$ cat src/rtl/asc_pkg.sv
// shared constants and action codes for the adaptive sample skip controller
package asc_pkg;

    localparam int SKIP_W            = 14;
    localparam int CFG_W             = 24;
    localparam int PROD_W            = SKIP_W + CFG_W;
    localparam int ACT_W             = 2;
    localparam int OUT_DATA_W        = 16;
    localparam int MUL_CNT_W         = $clog2(SKIP_W);
    localparam int DIV_CNT_W         = $clog2(PROD_W);

    localparam int DEF_MAX_SKIPS     = 10000;
    localparam int DEF_TIME_BITS     = 48;
    localparam logic [CFG_W-1:0] INTERVAL_RESET = CFG_W'(10000);

    localparam logic [ACT_W-1:0] ACT_SAMPLE = 2'd0;
    localparam logic [ACT_W-1:0] ACT_START  = 2'd1;
    localparam logic [ACT_W-1:0] ACT_STOP   = 2'd2;

endpackage

$ cat src/rtl/asc_mul.sv
// bit-serial shift-add multiplier, one multiplier bit per cycle
module asc_mul
(
    input  logic                          clk,
    input  logic                          rst_n,
    input  logic                          start,
    input  logic [asc_pkg::SKIP_W-1:0]    mplier,
    input  logic [asc_pkg::CFG_W-1:0]     mcand,
    output logic                          done,
    output logic [asc_pkg::PROD_W-1:0]    product
);
    import asc_pkg::*;

    logic                 busy_reg, busy_next;
    logic                 done_reg, done_next;
    logic [MUL_CNT_W-1:0] cnt_reg, cnt_next;
    logic [PROD_W-1:0]    acc_reg, acc_next;
    logic [PROD_W-1:0]    mcand_reg, mcand_next;
    logic [SKIP_W-1:0]    mplier_reg, mplier_next;

    always_comb
    begin
        busy_next   = busy_reg;
        done_next   = 1'b0;
        cnt_next    = cnt_reg;
        acc_next    = acc_reg;
        mcand_next  = mcand_reg;
        mplier_next = mplier_reg;
        if (start)
        begin
            busy_next   = 1'b1;
            cnt_next    = MUL_CNT_W'(SKIP_W - 1);
            acc_next    = '0;
            mcand_next  = PROD_W'(mcand);
            mplier_next = mplier;
        end
        else if (busy_reg)
        begin
            if (mplier_reg[0])
            begin
                acc_next = acc_reg + mcand_reg;
            end
            mcand_next  = {mcand_reg[PROD_W-2:0], 1'b0};
            mplier_next = {1'b0, mplier_reg[SKIP_W-1:1]};
            if (cnt_reg == '0)
            begin
                busy_next = 1'b0;
                done_next = 1'b1;
            end
            else
            begin
                cnt_next = cnt_reg - 1'b1;
            end
        end
    end

    always_ff @(posedge clk or negedge rst_n)
    begin
        if (!rst_n)
        begin
            busy_reg <= 1'b0;
            done_reg <= 1'b0;
            cnt_reg  <= '0;
        end
        else
        begin
            busy_reg <= busy_next;
            done_reg <= done_next;
            cnt_reg  <= cnt_next;
        end
    end

    always_ff @(posedge clk)
    begin
        acc_reg    <= acc_next;
        mcand_reg  <= mcand_next;
        mplier_reg <= mplier_next;
    end

    assign done    = done_reg;
    assign product = acc_reg;

endmodule

$ cat src/rtl/asc_div.sv
// restoring divider, one quotient bit per cycle, saturating clamped quotient
module asc_div #(
    parameter int TIME_BITS = asc_pkg::DEF_TIME_BITS,
    parameter int MAX_SKIPS = asc_pkg::DEF_MAX_SKIPS
)
(
    input  logic                          clk,
    input  logic                          rst_n,
    input  logic                          start,
    input  logic [asc_pkg::PROD_W-1:0]    dividend,
    input  logic [TIME_BITS-1:0]          divisor,
    output logic                          done,
    output logic [asc_pkg::SKIP_W-1:0]    quotient
);
    import asc_pkg::*;

    logic                 busy_reg, busy_next;
    logic                 done_reg, done_next;
    logic [DIV_CNT_W-1:0] cnt_reg, cnt_next;
    logic [PROD_W-1:0]    dvd_reg, dvd_next;
    logic [TIME_BITS-1:0] dvs_reg, dvs_next;
    logic [TIME_BITS-1:0] rem_reg, rem_next;
    logic [SKIP_W-1:0]    q_reg, q_next;
    logic                 ovf_reg, ovf_next;
    logic [TIME_BITS:0]   trial;
    logic [TIME_BITS+1:0] sub;

    assign trial = {rem_reg, dvd_reg[PROD_W-1]};
    assign sub   = {1'b0, trial} - {2'b00, dvs_reg};

    always_comb
    begin
        busy_next = busy_reg;
        done_next = 1'b0;
        cnt_next  = cnt_reg;
        dvd_next  = dvd_reg;
        dvs_next  = dvs_reg;
        rem_next  = rem_reg;
        q_next    = q_reg;
        ovf_next  = ovf_reg;
        if (start)
        begin
            busy_next = 1'b1;
            cnt_next  = DIV_CNT_W'(PROD_W - 1);
            dvd_next  = dividend;
            dvs_next  = divisor;
            rem_next  = '0;
            q_next    = '0;
            ovf_next  = 1'b0;
        end
        else if (busy_reg)
        begin
            dvd_next = {dvd_reg[PROD_W-2:0], 1'b0};
            ovf_next = ovf_reg | q_reg[SKIP_W-1];
            if (!sub[TIME_BITS+1])
            begin
                rem_next = sub[TIME_BITS-1:0];
                q_next   = {q_reg[SKIP_W-2:0], 1'b1};
            end
            else
            begin
                rem_next = trial[TIME_BITS-1:0];
                q_next   = {q_reg[SKIP_W-2:0], 1'b0};
            end
            if (cnt_reg == '0)
            begin
                busy_next = 1'b0;
                done_next = 1'b1;
            end
            else
            begin
                cnt_next = cnt_reg - 1'b1;
            end
        end
    end

    always_ff @(posedge clk or negedge rst_n)
    begin
        if (!rst_n)
        begin
            busy_reg <= 1'b0;
            done_reg <= 1'b0;
            cnt_reg  <= '0;
        end
        else
        begin
            busy_reg <= busy_next;
            done_reg <= done_next;
            cnt_reg  <= cnt_next;
        end
    end

    always_ff @(posedge clk)
    begin
        dvd_reg <= dvd_next;
        dvs_reg <= dvs_next;
        rem_reg <= rem_next;
        q_reg   <= q_next;
        ovf_reg <= ovf_next;
    end

    // clamp to 1..max skips
    always_comb
    begin
        priority if (ovf_reg || (q_reg > SKIP_W'(MAX_SKIPS)))
        begin
            quotient = SKIP_W'(MAX_SKIPS);
        end
        else if (q_reg == '0)
        begin
            quotient = SKIP_W'(1);
        end
        else
        begin
            quotient = q_reg;
        end
    end

    assign done = done_reg;

endmodule

$ cat src/rtl/adaptive_sample_skip_controller_core.sv
// adaptive sample skip controller top level: session state, retune sequencing, item ports
//
// channel   direction  contents
// s_*       in         tuser: action[1:0]; tdata: now_us[TIME_BITS-1:0], zero padded
// m_*       out        tdata: take_sample[0], skips_in_use[14:1], zero padded to 16
// cfg_*     in         data: desired_interval_us[23:0]
//
// an item that does not retune passes its result through the staging register and
// then the output register to m_tvalid; the next item waits while staging is full
// a retuning item runs 14 multiplier steps and then 38 divider steps, each unit loading
// its operands first, and then stores the new period; its result then passes through
// the staging and output registers, and no item is taken until the retune is over
// one finished result may wait in a staging register while m_tready is low; s_tready drops
// only while a retune runs or the staging register is full
// rst_n resets all session state (skip periods to 1), sets the interval register to 10000
module adaptive_sample_skip_controller_core #(
    parameter int TIME_BITS = asc_pkg::DEF_TIME_BITS,
    parameter int MAX_SKIPS = asc_pkg::DEF_MAX_SKIPS,
    localparam int IN_DATA_W = ((TIME_BITS + 7) / 8) * 8
)
(
    input  logic                              clk,
    input  logic                              rst_n,
    input  logic                              s_tvalid,
    output logic                              s_tready,
    input  logic [IN_DATA_W-1:0]              s_tdata,  // now_us
    input  logic [asc_pkg::ACT_W-1:0]         s_tuser,  // action
    output logic                              m_tvalid,
    input  logic                              m_tready,
    output logic [asc_pkg::OUT_DATA_W-1:0]    m_tdata,  // take_sample, skips_in_use
    input  logic                              cfg_valid,
    output logic                              cfg_ready,
    input  logic [asc_pkg::CFG_W-1:0]         cfg_data  // desired_interval_us
);
    import asc_pkg::*;

    localparam logic [1:0] ST_IDLE = 2'd0;
    localparam logic [1:0] ST_MUL  = 2'd1;
    localparam logic [1:0] ST_DIV  = 2'd2;

    logic [1:0]            state_reg, state_next;
    logic [CFG_W-1:0]      interval_reg, interval_next;
    logic [SKIP_W-1:0]     skip_count_reg, skip_count_next;
    logic [SKIP_W-1:0]     spp_reg, spp_next;
    logic [SKIP_W-1:0]     prev_skips_reg, prev_skips_next;
    logic [TIME_BITS-1:0]  last_time_reg, last_time_next;
    logic                  last_valid_reg, last_valid_next;
    logic                  active_reg, active_next;
    logic [TIME_BITS-1:0]  elapsed_reg, elapsed_next;
    logic                  res_valid_reg, res_valid_next;
    logic                  res_take_reg, res_take_next;
    logic [SKIP_W-1:0]     res_skips_reg, res_skips_next;
    logic                  out_valid_reg, out_valid_next;
    logic [OUT_DATA_W-1:0] out_data_reg, out_data_next;

    logic                  accept;
    logic [TIME_BITS-1:0]  now;
    logic [SKIP_W-1:0]     count_inc;
    logic [TIME_BITS:0]    diff;
    logic                  now_later;
    logic                  mul_start;
    logic                  mul_done;
    logic [PROD_W-1:0]     product;
    logic                  div_done;
    logic [SKIP_W-1:0]     new_skips;

    assign s_tready  = (state_reg == ST_IDLE) && !res_valid_reg;
    assign accept    = s_tvalid && s_tready;
    assign now       = s_tdata[TIME_BITS-1:0];
    assign count_inc = skip_count_reg + 1'b1;
    assign diff      = {1'b0, now} - {1'b0, last_time_reg};
    assign now_later = !diff[TIME_BITS] && (diff[TIME_BITS-1:0] != '0);
    assign cfg_ready = 1'b1;

    asc_mul u_mul
    (
        .clk     (clk),
        .rst_n   (rst_n),
        .start   (mul_start),
        .mplier  (prev_skips_reg),
        .mcand   (interval_reg),
        .done    (mul_done),
        .product (product)
    );

    asc_div #(
        .TIME_BITS (TIME_BITS),
        .MAX_SKIPS (MAX_SKIPS)
    ) u_div
    (
        .clk      (clk),
        .rst_n    (rst_n),
        .start    (mul_done),
        .dividend (product),
        .divisor  (elapsed_reg),
        .done     (div_done),
        .quotient (new_skips)
    );

    always_comb
    begin
        state_next      = state_reg;
        interval_next   = interval_reg;
        skip_count_next = skip_count_reg;
        spp_next        = spp_reg;
        prev_skips_next = prev_skips_reg;
        last_time_next  = last_time_reg;
        last_valid_next = last_valid_reg;
        active_next     = active_reg;
        elapsed_next    = elapsed_reg;
        res_valid_next  = res_valid_reg;
        res_take_next   = res_take_reg;
        res_skips_next  = res_skips_reg;
        out_valid_next  = out_valid_reg;
        out_data_next   = out_data_reg;
        mul_start       = 1'b0;

        if (cfg_valid)
        begin
            interval_next = cfg_data;
        end

        // staging register to output register
        if (res_valid_reg && (!out_valid_reg || m_tready))
        begin
            out_valid_next = 1'b1;
            out_data_next  = OUT_DATA_W'({res_skips_reg, res_take_reg});
            res_valid_next = 1'b0;
        end
        else if (out_valid_reg && m_tready)
        begin
            out_valid_next = 1'b0;
        end

        unique case (state_reg)
            ST_IDLE:
            begin
                if (accept)
                begin
                    res_valid_next = 1'b1;
                    res_take_next  = 1'b0;
                    res_skips_next = spp_reg;
                    unique case (s_tuser)
                        ACT_SAMPLE:
                        begin
                            if (count_inc < spp_reg)
                            begin
                                skip_count_next = count_inc;
                            end
                            else
                            begin
                                skip_count_next = '0;
                                if (active_reg)
                                begin
                                    last_time_next  = now;
                                    last_valid_next = 1'b1;
                                    res_take_next   = 1'b1;
                                    if (last_valid_reg && now_later)
                                    begin
                                        elapsed_next   = diff[TIME_BITS-1:0];
                                        mul_start      = 1'b1;
                                        res_valid_next = 1'b0;
                                        state_next     = ST_MUL;
                                    end
                                end
                            end
                        end
                        ACT_START:
                        begin
                            skip_count_next = '0;
                            spp_next        = SKIP_W'(1);
                            prev_skips_next = SKIP_W'(1);
                            last_time_next  = '0;
                            last_valid_next = 1'b0;
                            active_next     = 1'b1;
                            res_skips_next  = SKIP_W'(1);
                        end
                        ACT_STOP:
                        begin
                            active_next     = 1'b0;
                            skip_count_next = '0;
                            spp_next        = SKIP_W'(1);
                            res_skips_next  = SKIP_W'(1);
                        end
                        default:
                        begin
                            res_skips_next = spp_reg;
                        end
                    endcase
                end
            end
            ST_MUL:
            begin
                if (mul_done)
                begin
                    state_next = ST_DIV;
                end
            end
            ST_DIV:
            begin
                if (div_done)
                begin
                    prev_skips_next = spp_reg;
                    spp_next        = new_skips;
                    res_valid_next  = 1'b1;
                    res_take_next   = 1'b1;
                    res_skips_next  = new_skips;
                    state_next      = ST_IDLE;
                end
            end
            default:
            begin
                state_next = ST_IDLE;
            end
        endcase
    end

    always_ff @(posedge clk or negedge rst_n)
    begin
        if (!rst_n)
        begin
            state_reg      <= ST_IDLE;
            interval_reg   <= INTERVAL_RESET;
            skip_count_reg <= '0;
            spp_reg        <= SKIP_W'(1);
            prev_skips_reg <= SKIP_W'(1);
            last_time_reg  <= '0;
            last_valid_reg <= 1'b0;
            active_reg     <= 1'b0;
            res_valid_reg  <= 1'b0;
            out_valid_reg  <= 1'b0;
        end
        else
        begin
            state_reg      <= state_next;
            interval_reg   <= interval_next;
            skip_count_reg <= skip_count_next;
            spp_reg        <= spp_next;
            prev_skips_reg <= prev_skips_next;
            last_time_reg  <= last_time_next;
            last_valid_reg <= last_valid_next;
            active_reg     <= active_next;
            res_valid_reg  <= res_valid_next;
            out_valid_reg  <= out_valid_next;
        end
    end

    always_ff @(posedge clk)
    begin
        elapsed_reg   <= elapsed_next;
        res_take_reg  <= res_take_next;
        res_skips_reg <= res_skips_next;
        out_data_reg  <= out_data_next;
    end

    assign m_tvalid = out_valid_reg;
    assign m_tdata  = out_data_reg;

endmodule
$ cat config.mk
export PLATFORM = sky130hd
export DESIGN_NAME = adaptive_sample_skip_controller_core
export DESIGN_NICKNAME = d
export VERILOG_FILES = /design/src/rtl/asc_pkg.sv /design/src/rtl/asc_mul.sv /design/src/rtl/asc_div.sv /design/src/rtl/adaptive_sample_skip_controller_core.sv
export SDC_FILE = /design/constraint.sdc
export NUM_CORES = 1
export LEC_CHECK = 0
export ABC_AREA = 0
export BUFFER_PORTS_ARGS = -buffer_cell sky130_fd_sc_hd__buf_2
export CAP_MARGIN = 10
export CORE_UTILIZATION = 50
export CTS_CLUSTER_DIAMETER = 100
export DETAILED_ROUTE_END_ITERATION = 8
export PLACE_DENSITY = 0.69
export RECOVER_POWER = 25
export SYNTH_ARGS = -nofsm -noshare
export SYNTH_HDL_FRONTEND = slang
export SYNTH_SLANG_ARGS = --single-unit
$ cat constraint.sdc
create_clock -name clk -period 5.75 [get_ports clk]
set_clock_uncertainty 0.15 [all_clocks]
set_input_delay 0.8625 -clock clk [delete_from_list [all_inputs] [get_ports clk]]
set_output_delay 0.8625 -clock clk [all_outputs]
set_load 0.01 [all_outputs]
==> summary.md, run 1 <==
| Metric | Value |
|---|---|
| Via density | 5.88 |
| Row count | between 80 and 90 |
| Max Cap Viol | 2 |
| CTS tree | yes |
| Grt total ovfl | 0 |
| Outcome | finished with violations |
| Async S/R FF share, synth | between 20% and 30% |
| Leakage | between 10 and 15 nW |
| Synth Instances | 2875 |
| YS warnings | 0 |
| Synth Cell Area | between 20000 and 30000 um^2 |
| Pin count of the biggest net entering global routing | approximately 100 |
| Cells along the critical path | inv_1, ha_1, nor2b_1, o31a_1, o31a_1, a2111oi_2, a2111o_1, a211o_1, a21oi_1, o21a_1, a31o_2, buf_4, mux2i_1, a211oi_1 |
| Final Hold Viols | 0 |
| Post-Syn Nets | 3111 |
| Reg2Reg Depth | 14 |
| Crit path required time | 5990 ps |
| Die Area | 55100 um^2 |
| All-Layer GR Usage | 23.0% |
| Initial DRC Count | 1738 |
| Max FO, Critical Path | 29 |
| Cts bufs inserted | 50 |
| Synth top area share | 22.4% |
| # port buffers | between 90 and 100 |
| Worst vdd ir | 0.423 mV |
| H-tree levels | 2 |
| # IOs | 98 |
| Core area | 53000 um^2 |
| DIE WIDTH | about 230 um |
| Max Freq | around 210 MHz |
| Post-route minimum period | 4790 ps |
| Final hold slack | between 150 and 200 ps |
| Reg clk slew, reported paths | 60 ps |
| Syn-to-layout area delta | 10.7% |
| Top FF cell, synth | edfxtp_1 |
| Routed via count | 21365 |
| Count leader, synth | nand2_1 |
| Layout Nets | between 3000 and 4000 |
| Area contributors post-synth | edfxtp_1 (22%), dfrtp_1 (12%), dfxtp_1 (8.5%) |
| Routed Antenna Nets | 0 |
| CP max stage cell | a31o_2 |
| Unrepaired setup endpoints after global routing | false |
| Post_cts resized | 0 |
| Clock Latency Late Sink | 610 ps |
| Antenna violations before repair | 0 |
| Syn avg cell area | between 9 and 10 um^2 |
| CTS hold repair buffers | 0 |
| Largest area contributor in the netlist | edfxtp_1 |
| Hpwl dp | 45.1 mm |
| Most used cell, CP | o31a_1 |
| Routed length per instance | approximately 18 um |
| Fin crit share | between 80% and 90% |
| Layout cells sized above 1 | 11.6% |
| Slew headroom | -20.3% |
| Hold crit path type | in2async |
| Total routed wirelength | 64.0 mm |
| Post-synth top cells | nand2_1 (298), a21oi_1 (212), nor2_1 (211) |
| Chip height | 235 um |
| Synthesized flop and latch total | 451 |
| DRC errors left | 0 |
| CP startpoint kind | register |
| Pwr dens | 241 nW/um^2 |
| Slew Viols, Final | 89 |
| Setup-failing EPs final | 0 |
| Bufs and invs on worst path | 2 |
| Vias in the first global route | between 20000 and 25000 |
| Unique masters post-synth | 89 |
| Failing checks | max-capacitance violations, max-slew violations |
| First-pass GRT wire length | 106 mm |
| Family with the most delay on the worst path | compound AO/OA/AOI/OAI gates |
| Clock Tree Buf Depth | 3 |
| Crit Path Class | reg2reg |
| Root buf cell | clkbuf_16 |
| Initial Util | 51.1% |
| Crit end category | register |
| Antenna Cells | 0 |
| Placer's final routability congestion estimate | 0.933 |
| Reg2Reg Setup Slack | 960 ps |
| Postcts setup bufs | 0 |
| Sequential element share of the synthesized area | a little over two fifths |
| Router iterations before antenna repair | 6 |
| R2r startpoint | u_div.dvs_reg[1]$_DFFE_PP_ |
| Worst-margin pin slew | 1800 ps |
| Total power | 7.23 mW |
| CP peak stage delay | 800 ps |
| WP data arrival | 5040 ps |
| Setup tns final | 0 ps |
| Final core occ | 56.6% |
| Worst reg2reg path endpoint | u_div.rem_reg[8]$_SDFFE_PP0P_ |
| Post-synth EDFFs | ~200 |
| Clk sinks | 451 |
[through the flow]
stage / cells / instance area (um^2) / setup slack [ps]
4_1_cts: 3636 / 30000 / 949
2_1_floorplan: 2875 / 27100 / 294
3_5_place_dp: 3542 / 28200 / 404
5_1_grt: 3636 / 30000 / 622
3_3_place_gp: 3542 / 28200 / 537
6_report: 3636 / 30000 / 956
[how the worst max path moves through the flow]
stage / start / cells after the start / end
after CTS: u_div.dvs_reg[1]$_DFFE_PP_ / 14 / u_div.rem_reg[8]$_SDFFE_PP0P_
after floorplan: s_tdata[2] / 13 / elapsed_reg[0]$_DFFE_PP_
final: u_div.dvs_reg[1]$_DFFE_PP_ / 14 / u_div.rem_reg[8]$_SDFFE_PP0P_
after detailed placement: s_tdata[0] / 15 / u_mul.mplier_reg[8]$_DFFE_PP_
after global routing: skip_count_reg[0]$_DFFE_PN0P_ / 16 / u_mul.mcand_reg[12]$_DFFE_PP_
after global placement: s_tdata[0] / 15 / u_mul.mcand_reg[10]$_DFFE_PP_
[layer usage]
| metal | wire length, um | global-route usage, % | vias to the layer above |
|---|---|---|---|
| met3 | 2980 | 2.87 | 118 |
| met5 | 0 | 0 | - |
| met1 | 30500 | 32.9 | 10199 |
| met2 | 28900 | 36.2 | 515 |
| li1 | - | - | 10533 |
| met4 | 1580 | 7.24 | 0 |
[where the power goes]
part / switching, mW / internal (mW)
Combinational: 0.246 / 0.144
Sequential: 0.00995 / 3.37
Clock: 1.39 / 2.08
Total: 1.64 / 5.59
[kinds of logic after synthesis]
kind of cell,synth area share [%]
flip-flops,43.4
AO/OA/AOI/OAI,18.8
other,0.0278
AND/OR/NAND/NOR,16.1
adder cells (fa/ha/maj),7.34
buffers and inverters,4.59
XOR/XNOR,3.53
multiplexers,6.29
[placed cells by master, fill, tap and decap left out, types with 64 or more instances in the layout]
cell / n
a21o_1: 73
a21oi_1: 212
buf_2: 93
dfrtp_1: 127
dfxtp_1: 115
edfxtp_1: 202
ha_1: 154
inv_1: 169
mux2_2: 80
mux2i_1: 80
nand2_1: 298
nand2b_1: 82
nand3_1: 64
nor2_1: 209
o21ai_0: 176
xnor2_1: 72
[layout make-up]
class | count | area [um^2]
clock buffer | 60 | 1330
multi-input combinational | 2105 | 14100
inverter | 169 | 634
sequential | 451 | 11700
fill | 4612 | 23000
clock inverter | 34 | 475
timing repair buffer | 129 | 798
tap | 688 | 861
Note: power is estimated with default switching activity, not from simulation.
==> run 2, diff against run 1 <==
--- a/config.mk
+++ b/config.mk
@@ -11,7 +11,7 @@
 export CORE_UTILIZATION = 50
 export CTS_CLUSTER_DIAMETER = 100
 export DETAILED_ROUTE_END_ITERATION = 8
-export PLACE_DENSITY = 0.69
+export PLACE_DENSITY = 0.67
 export RECOVER_POWER = 25
 export SYNTH_ARGS = -nofsm -noshare
 export SYNTH_HDL_FRONTEND = slang
==> constraint.sdc (replaced) <==
create_clock -name clk -period 5 [get_ports clk]
set_clock_uncertainty 0.15 [all_clocks]
set_input_delay 0.75 -clock clk [delete_from_list [all_inputs] [get_ports clk]]
set_output_delay 0.75 -clock clk [all_outputs]
set_load 0.01 [all_outputs]
==> run 2 against run 1 <==
Effect of this change:
- the run still ends with max-capacitance violations, max-slew violations left
- worst hold slack better by 3.9 ps
- sequential cell count stayed put
- global-route usage is 0.87 points higher
- cell count is 1.9% higher
- die area stayed put
- via count is 2.1% higher
- register-to-register slack worse by 580 ps
- power is 15% higher
- core utilization is 0.99 points higher
- critical path depth is 1 lower
- critical endpoint is now u_mul.mcand_reg[11]$_DFFE_PP_
==> summary.md, run 2 (synthesis results as in run 1) <==
| Metric | Value |
|---|---|
| Outcome | finished with violations |
| Failing checks | max-capacitance violations, max-slew violations |
| Antenna violations before repair | 0 |
| Reg clk slew, reported paths | around 60 ps |
| Total power | just over 8 mW |
| Post-route minimum period | roughly 4600 ps |
| Unrepaired setup endpoints after global routing | false |
| Max Freq | 216 MHz |
| Clock Tree Buf Depth | 3 |
| Area after DPL | 28700 um^2 |
| Met1 WL | 31.3 mm |
| H-tree levels | 2 |
| CTS tree | yes |
| Grt total ovfl | 0 |
| DRC errors left | 0 |
| Switching power | 1.94 mW |
| All-Layer GR Usage | 23.8% |
| Commonest non-fill, non-tap cell in the layout | nand2_1 |
| Slew Viols, Final | 93 |
| Wire length on met2 | 29.8 mm |
| Layout Nets | between 3000 and 4000 |
| Post_cts resized | 0 |
| DIE WIDTH | 235 um |
| Leakage | about 13 nW |
| Row count | 84 |
| Routed Antenna Nets | 0 |
| Pwr dens | roughly 270 nW/um^2 |
| Layout cells sized above 1 | between 10% and 20% |
| Worst vdd ir | between 0.2 and 0.25 mV |
| Hpwl dp | about 47 mm |
| WP data arrival | 4960 ps |
| Placement Setup Slack | -138 ps |
| # IOs | 98 |
| Post-route setup slack | 374 ps |
| Root buf cell | clkbuf_16 |
| DR top layer | met4 |
| Vias in the first global route | 21173 |
| Total routed wirelength | 66.3 mm |
| Core area | 53000 um^2 |
| Fin crit share | 92.5% |
| Setup tns final | 0 ps |
| Initial Util | just over 50% |
| First-pass GRT wire length | 109 mm |
| Reg2Reg Setup Slack | ~370 ps |
| Crit path required time | between 5000 and 6000 ps |
| CTS hold repair buffers | 0 |
| CP startpoint kind | register |
| Final core occ | 57.6% |
| Antenna Cells | 0 |
| Final Cell Area | 30500 um^2 |
| Max FO, Critical Path | 36 |
| Most frequent cells in the layout | nand2_1 (298), a21oi_1 (212), nor2_1 (209) |
| # port buffers | 95 |
| Switching power share of the total | 23.4% |
| Sequential share of power | around 47% |
| Worst-margin pin slew | 2390 ps |
| Die Area | 55100 um^2 |
| Final Hold Viols | 0 |
| Max Cap Viol | 1 |
| Clk sinks | 451 |
| Initial DRC Count | 1646 |
| Crit Path Class | reg2reg |
| Logic gate share of total power | 5.9% |
| Met3 wire length | approximately 3.3 mm |
| Internal | 6.37 mW |
| Chip height | 235 um |
| Router iterations before antenna repair | 6 |
| Routed via count | 21805 |
| Slew headroom | -59.2% |
| Setup-failing EPs final | 0 |
| Via density | 5.89 |
| Crit end category | register |
| Clock Latency Late Sink | 630 ps |
| Placer's final routability congestion estimate | 0.912 |
| Postcts setup bufs | 0 |
| Pin count of the biggest net entering global routing | 99 |
| Hold crit path type | in2reg |
| Clk pwr share | 47.3% |
| Routed length per instance | 17.9 um |
| Cts bufs inserted | 50 |
| Syn-to-layout area delta | 12.7% |
[run 2: critical path, cell delays in order (launching register included)]
cell and delay [ps]:
dfrtp_1 380, ha_1 210, fa_1 410, nor2b_1 160
o31a_1 230, a21oi_1 70, or4b_2 620, or4_1 400
or4_1 430, nor4_2 330, and4bb_1 370, buf_4 420
nand4_1 150, nand3_1 120
[run 2: routing by layer]
metal	global-route usage (%)	up-vias
met4	8.57	0
met5	0	-
met2	38.1	588
met1	33.3	10449
li1	-	10655
met3	2.95	113
[run 2: final cells by class]
type / instances / area (um^2)
multi-input cells: 2105 / 14100
well taps: 688 / 861
clock buffers: 57 / 1330
repair buffers: 198 / 1360
flip-flops and latches: 451 / 11700
clock inverters: 37 / 442
fillers: 4639 / 22500
inverters: 169 / 634
[run 2: power groups by stage]
stage          clock [mW]  combinational, mW  sequential (mW)
2_1_floorplan           0              0.278             3.95
3_3_place_gp            0              0.479             3.96
3_5_place_dp            0              0.485             3.96
4_1_cts              4.02              0.488             3.89
5_1_grt              4.17              0.537             3.88
6_report             3.93              0.491             3.89
[run 2: stage by stage]
step	hold WS, ps	cells
global route	187	3705
detailed placement	255	3611
finish	200	3705
global placement	253	3611
floorplan	250	2875
CTS	90.2	3705
[run 2: worst paths after layout]
| kind | start | to | depth (start not counted) |
|---|---|---|---|
| min reg2reg | elapsed_reg[6]$_DFFE_PP_ | u_div.dvs_reg[6]$_DFFE_PP_ | 0 |
| max reg2reg | last_time_reg[0]$_DFFE_PN0P_ | u_mul.mcand_reg[11]$_DFFE_PP_ | 13 |
| max | last_time_reg[0]$_DFFE_PN0P_ | u_mul.mcand_reg[11]$_DFFE_PP_ | 13 |
| min in group asynchronous | rst_n | skip_count_reg[8]$_DFFE_PN0P_ | 1 |
| min | cfg_data[19] | interval_reg[19]$_DFFE_PN0P_ | 2 |
| max in group asynchronous | rst_n | last_time_reg[41]$_DFFE_PN0P_ | 2 |
==> run 3, diff against run 2 <==
--- a/config.mk
+++ b/config.mk
@@ -8,10 +8,10 @@
 export ABC_AREA = 0
 export BUFFER_PORTS_ARGS = -buffer_cell sky130_fd_sc_hd__buf_2
 export CAP_MARGIN = 10
-export CORE_UTILIZATION = 50
+export CORE_UTILIZATION = 63
 export CTS_CLUSTER_DIAMETER = 100
 export DETAILED_ROUTE_END_ITERATION = 8
-export PLACE_DENSITY = 0.67
+export PLACE_DENSITY = 0.81
 export RECOVER_POWER = 25
 export SYNTH_ARGS = -nofsm -noshare
 export SYNTH_HDL_FRONTEND = slang
==> run 3 against run 2 <==
Effect of this change:
- the flow still finishes with violations (max-capacitance violations, max-slew violations)
- first-iteration DRC count grew 23%
- die area shrank 20%
- cell count shrank 4.6%
- worst hold slack gained 35 ps
- routed wire length shrank 0.61%
- count of clock-buffer cells in the layout shrank 2
- sequential share of layout area grew 0.53 points
- global-route usage grew 6.4 points
- maximum frequency shrank 1.6%
- register-to-register slack lost 70 ps
- core utilization grew 14 points
- clock power shrank 3%
==> summary.md, run 3 (synthesis results as in run 1) <==
| Metric | Value |
|---|---|
| WP data arrival | between 4000 and 5000 ps |
| Postcts setup bufs | 0 |
| Max Freq | 213 MHz |
| Hold crit path type | in2reg |
| CTS hold repair buffers | 0 |
| CP startpoint kind | register |
| Footprint of the multi-input gates | 14100 um^2 |
| Placement Setup Slack | -144 ps |
| Reg2Reg Depth | 13 |
| Most used cell, CP | or4_1 |
| Chip height | 209 um |
| Final core occ | 71.4% |
| Crit Path Class | reg2reg |
| Router iterations before antenna repair | 8 |
| Routed Antenna Nets | 0 |
| Post-route minimum period | 4700 ps |
| Worst vdd ir | between 0.2 and 0.3 mV |
| H-tree levels | 2 |
| Met3 wire length | 4.81 mm |
| Antenna violations before repair | 0 |
| Slew Viols, Final | 167 |
| Row count | 75 |
| Reg clk slew, reported paths | 60 ps |
| Via density | 6.26 |
| # IOs | 98 |
| Setup-failing EPs final | 0 |
| Fin crit share | 94.0% |
| Cells along the critical path | ha_1, fa_1, nor2b_1, o31a_1, a21oi_1, or4b_2, or4_1, or4_1, nor4_2, nand4bb_1, buf_4, o21ai_0, nand3_1 |
| Routed length per instance | 18.7 um |
| Met1 WL | 29.3 mm |
| Cts bufs inserted | 46 |
| Grt total ovfl | 0 |
| Root buf cell | clkbuf_16 |
| Clock Latency Late Sink | 600 ps |
| Family with the most delay on the worst path | simple AND/OR/NAND/NOR gates |
| Layout Nets | 3192 |
| # port buffers | 95 |
| Crit end category | register |
| Commonest non-fill, non-tap cell in the layout | nand2_1 |
| DRC errors left | 0 |
| CP peak stage delay | roughly 630 ps |
| CP Depth | 13 |
| CTS tree | yes |
| Final hold slack | between 200 and 250 ps |
| All-Layer GR Usage | between 30% and 40% |
| Hpwl dp | ~46 mm |
| Placer's final routability congestion estimate | roughly 0.94 |
| Final Hold Viols | 0 |
| DIE WIDTH | about 210 um |
| Routed via count | 22129 |
| Bufs and invs on worst path | 1 |
| First-pass GRT wire length | roughly 110 mm |
| Storage element area | 11700 um^2 |
| Fill cell count | 3003 |
| Layout cells sized above 1 | 12.8% |
| Clock Tree Buf Depth | 3 |
| Pin count of the biggest net entering global routing | between 90 and 100 |
| Initial Util | between 60% and 70% |
| Core area | 42100 um^2 |
| Post-route setup slack | 300 ps |
| Failing checks | max-capacitance violations, max-slew violations |
| Max FO, Critical Path | 36 |
| Pwr dens | 273 nW/um^2 |
| Total routed wirelength | 65.9 mm |
| Vias in the first global route | 21218 |
| Max Cap Viol | 2 |
| Initial DRC Count | 2025 |
| Most frequent cells in the layout | nand2_1 (298), a21oi_1 (212), nor2_1 (209) |
| Outcome | finished with violations |
| CP max stage cell | or4b_2 |
| Worst-margin pin slew | 2690 ps |
| DR top layer | met4 |
| Unrepaired setup endpoints after global routing | false |
| Die Area | 43800 um^2 |
| Leakage | 12.5 nW |
| Clk sinks | 451 |
| Post_cts resized | 0 |
| Slew headroom | -79.5% |
| Crit path required time | a little over 5000 ps |
| Wire length on met2 | 30.5 mm |
| Antenna Cells | 0 |
| Hold depth | 2 |
| Syn-to-layout area delta | 11.1% |
## run 3: changes by cell type in the layout (fill, tap and decap cells not counted), sizes merged
cell      change
buf          -13
bufinv        +4
clkbuf        -4
clkinv        -6
clkinvlp      -1
inv           -3
## run 3: worst paths after layout
path                                                  to                    startpoint  slack, ps
setup / recovery           u_mul.mplier_reg[8]$_DFFE_PP_  last_time_reg[0]$_DFFE_PN0P_        300
hold / removal              interval_reg[13]$_DFFE_PN1P_                  cfg_data[13]        240
setup reg to reg           u_mul.mplier_reg[8]$_DFFE_PP_  last_time_reg[0]$_DFFE_PN0P_        300
hold reg to reg                    m_tdata[10]$_DFFE_PP_    res_skips_reg[9]$_DFFE_PP_        270
max in group asynchronous       u_div.busy_reg$_DFF_PN0_                         rst_n       2080
min in group asynchronous  last_time_reg[44]$_DFFE_PN0P_                         rst_n        720
## run 3: per-stage QoR
step | cells | area (um^2) | power, mW | TNS, ps
after floorplan | 2875 | 27100 | 4.23 | 0
after global placement | 3447 | 28400 | 4.43 | -3530
after detailed placement | 3447 | 28400 | 4.44 | -13280
after CTS | 3533 | 30100 | 8.24 | 0
after global routing | 3533 | 30100 | 8.42 | 0
final | 3533 | 30100 | 8.20 | 0
## run 3: routing by layer
metal / track usage, % / vias up
met1: 42.3 / 10556
met5: 0 / -
li1: - / 10620
met3: 4.82 / 115
met4: 7.53 / 0
met2: 49.1 / 838
## run 3: cell type report
type                       count  area share, %
clock buffer                  55           4.04
clock inverter                31           1.53
inverter                     169           2.11
multi-input combinational   2105           47.0
sequential                   451           39.0
tap                          539           2.24
timing repair buffer         183           4.06
## run 3: power breakdown
group          internal (mW)  total [mW]  switching (mW)  leakage, nW
Sequential              3.87        3.88          0.0121         4.57
Combinational          0.192       0.491           0.300         7.16
Clock                   2.32        3.82            1.51        0.807
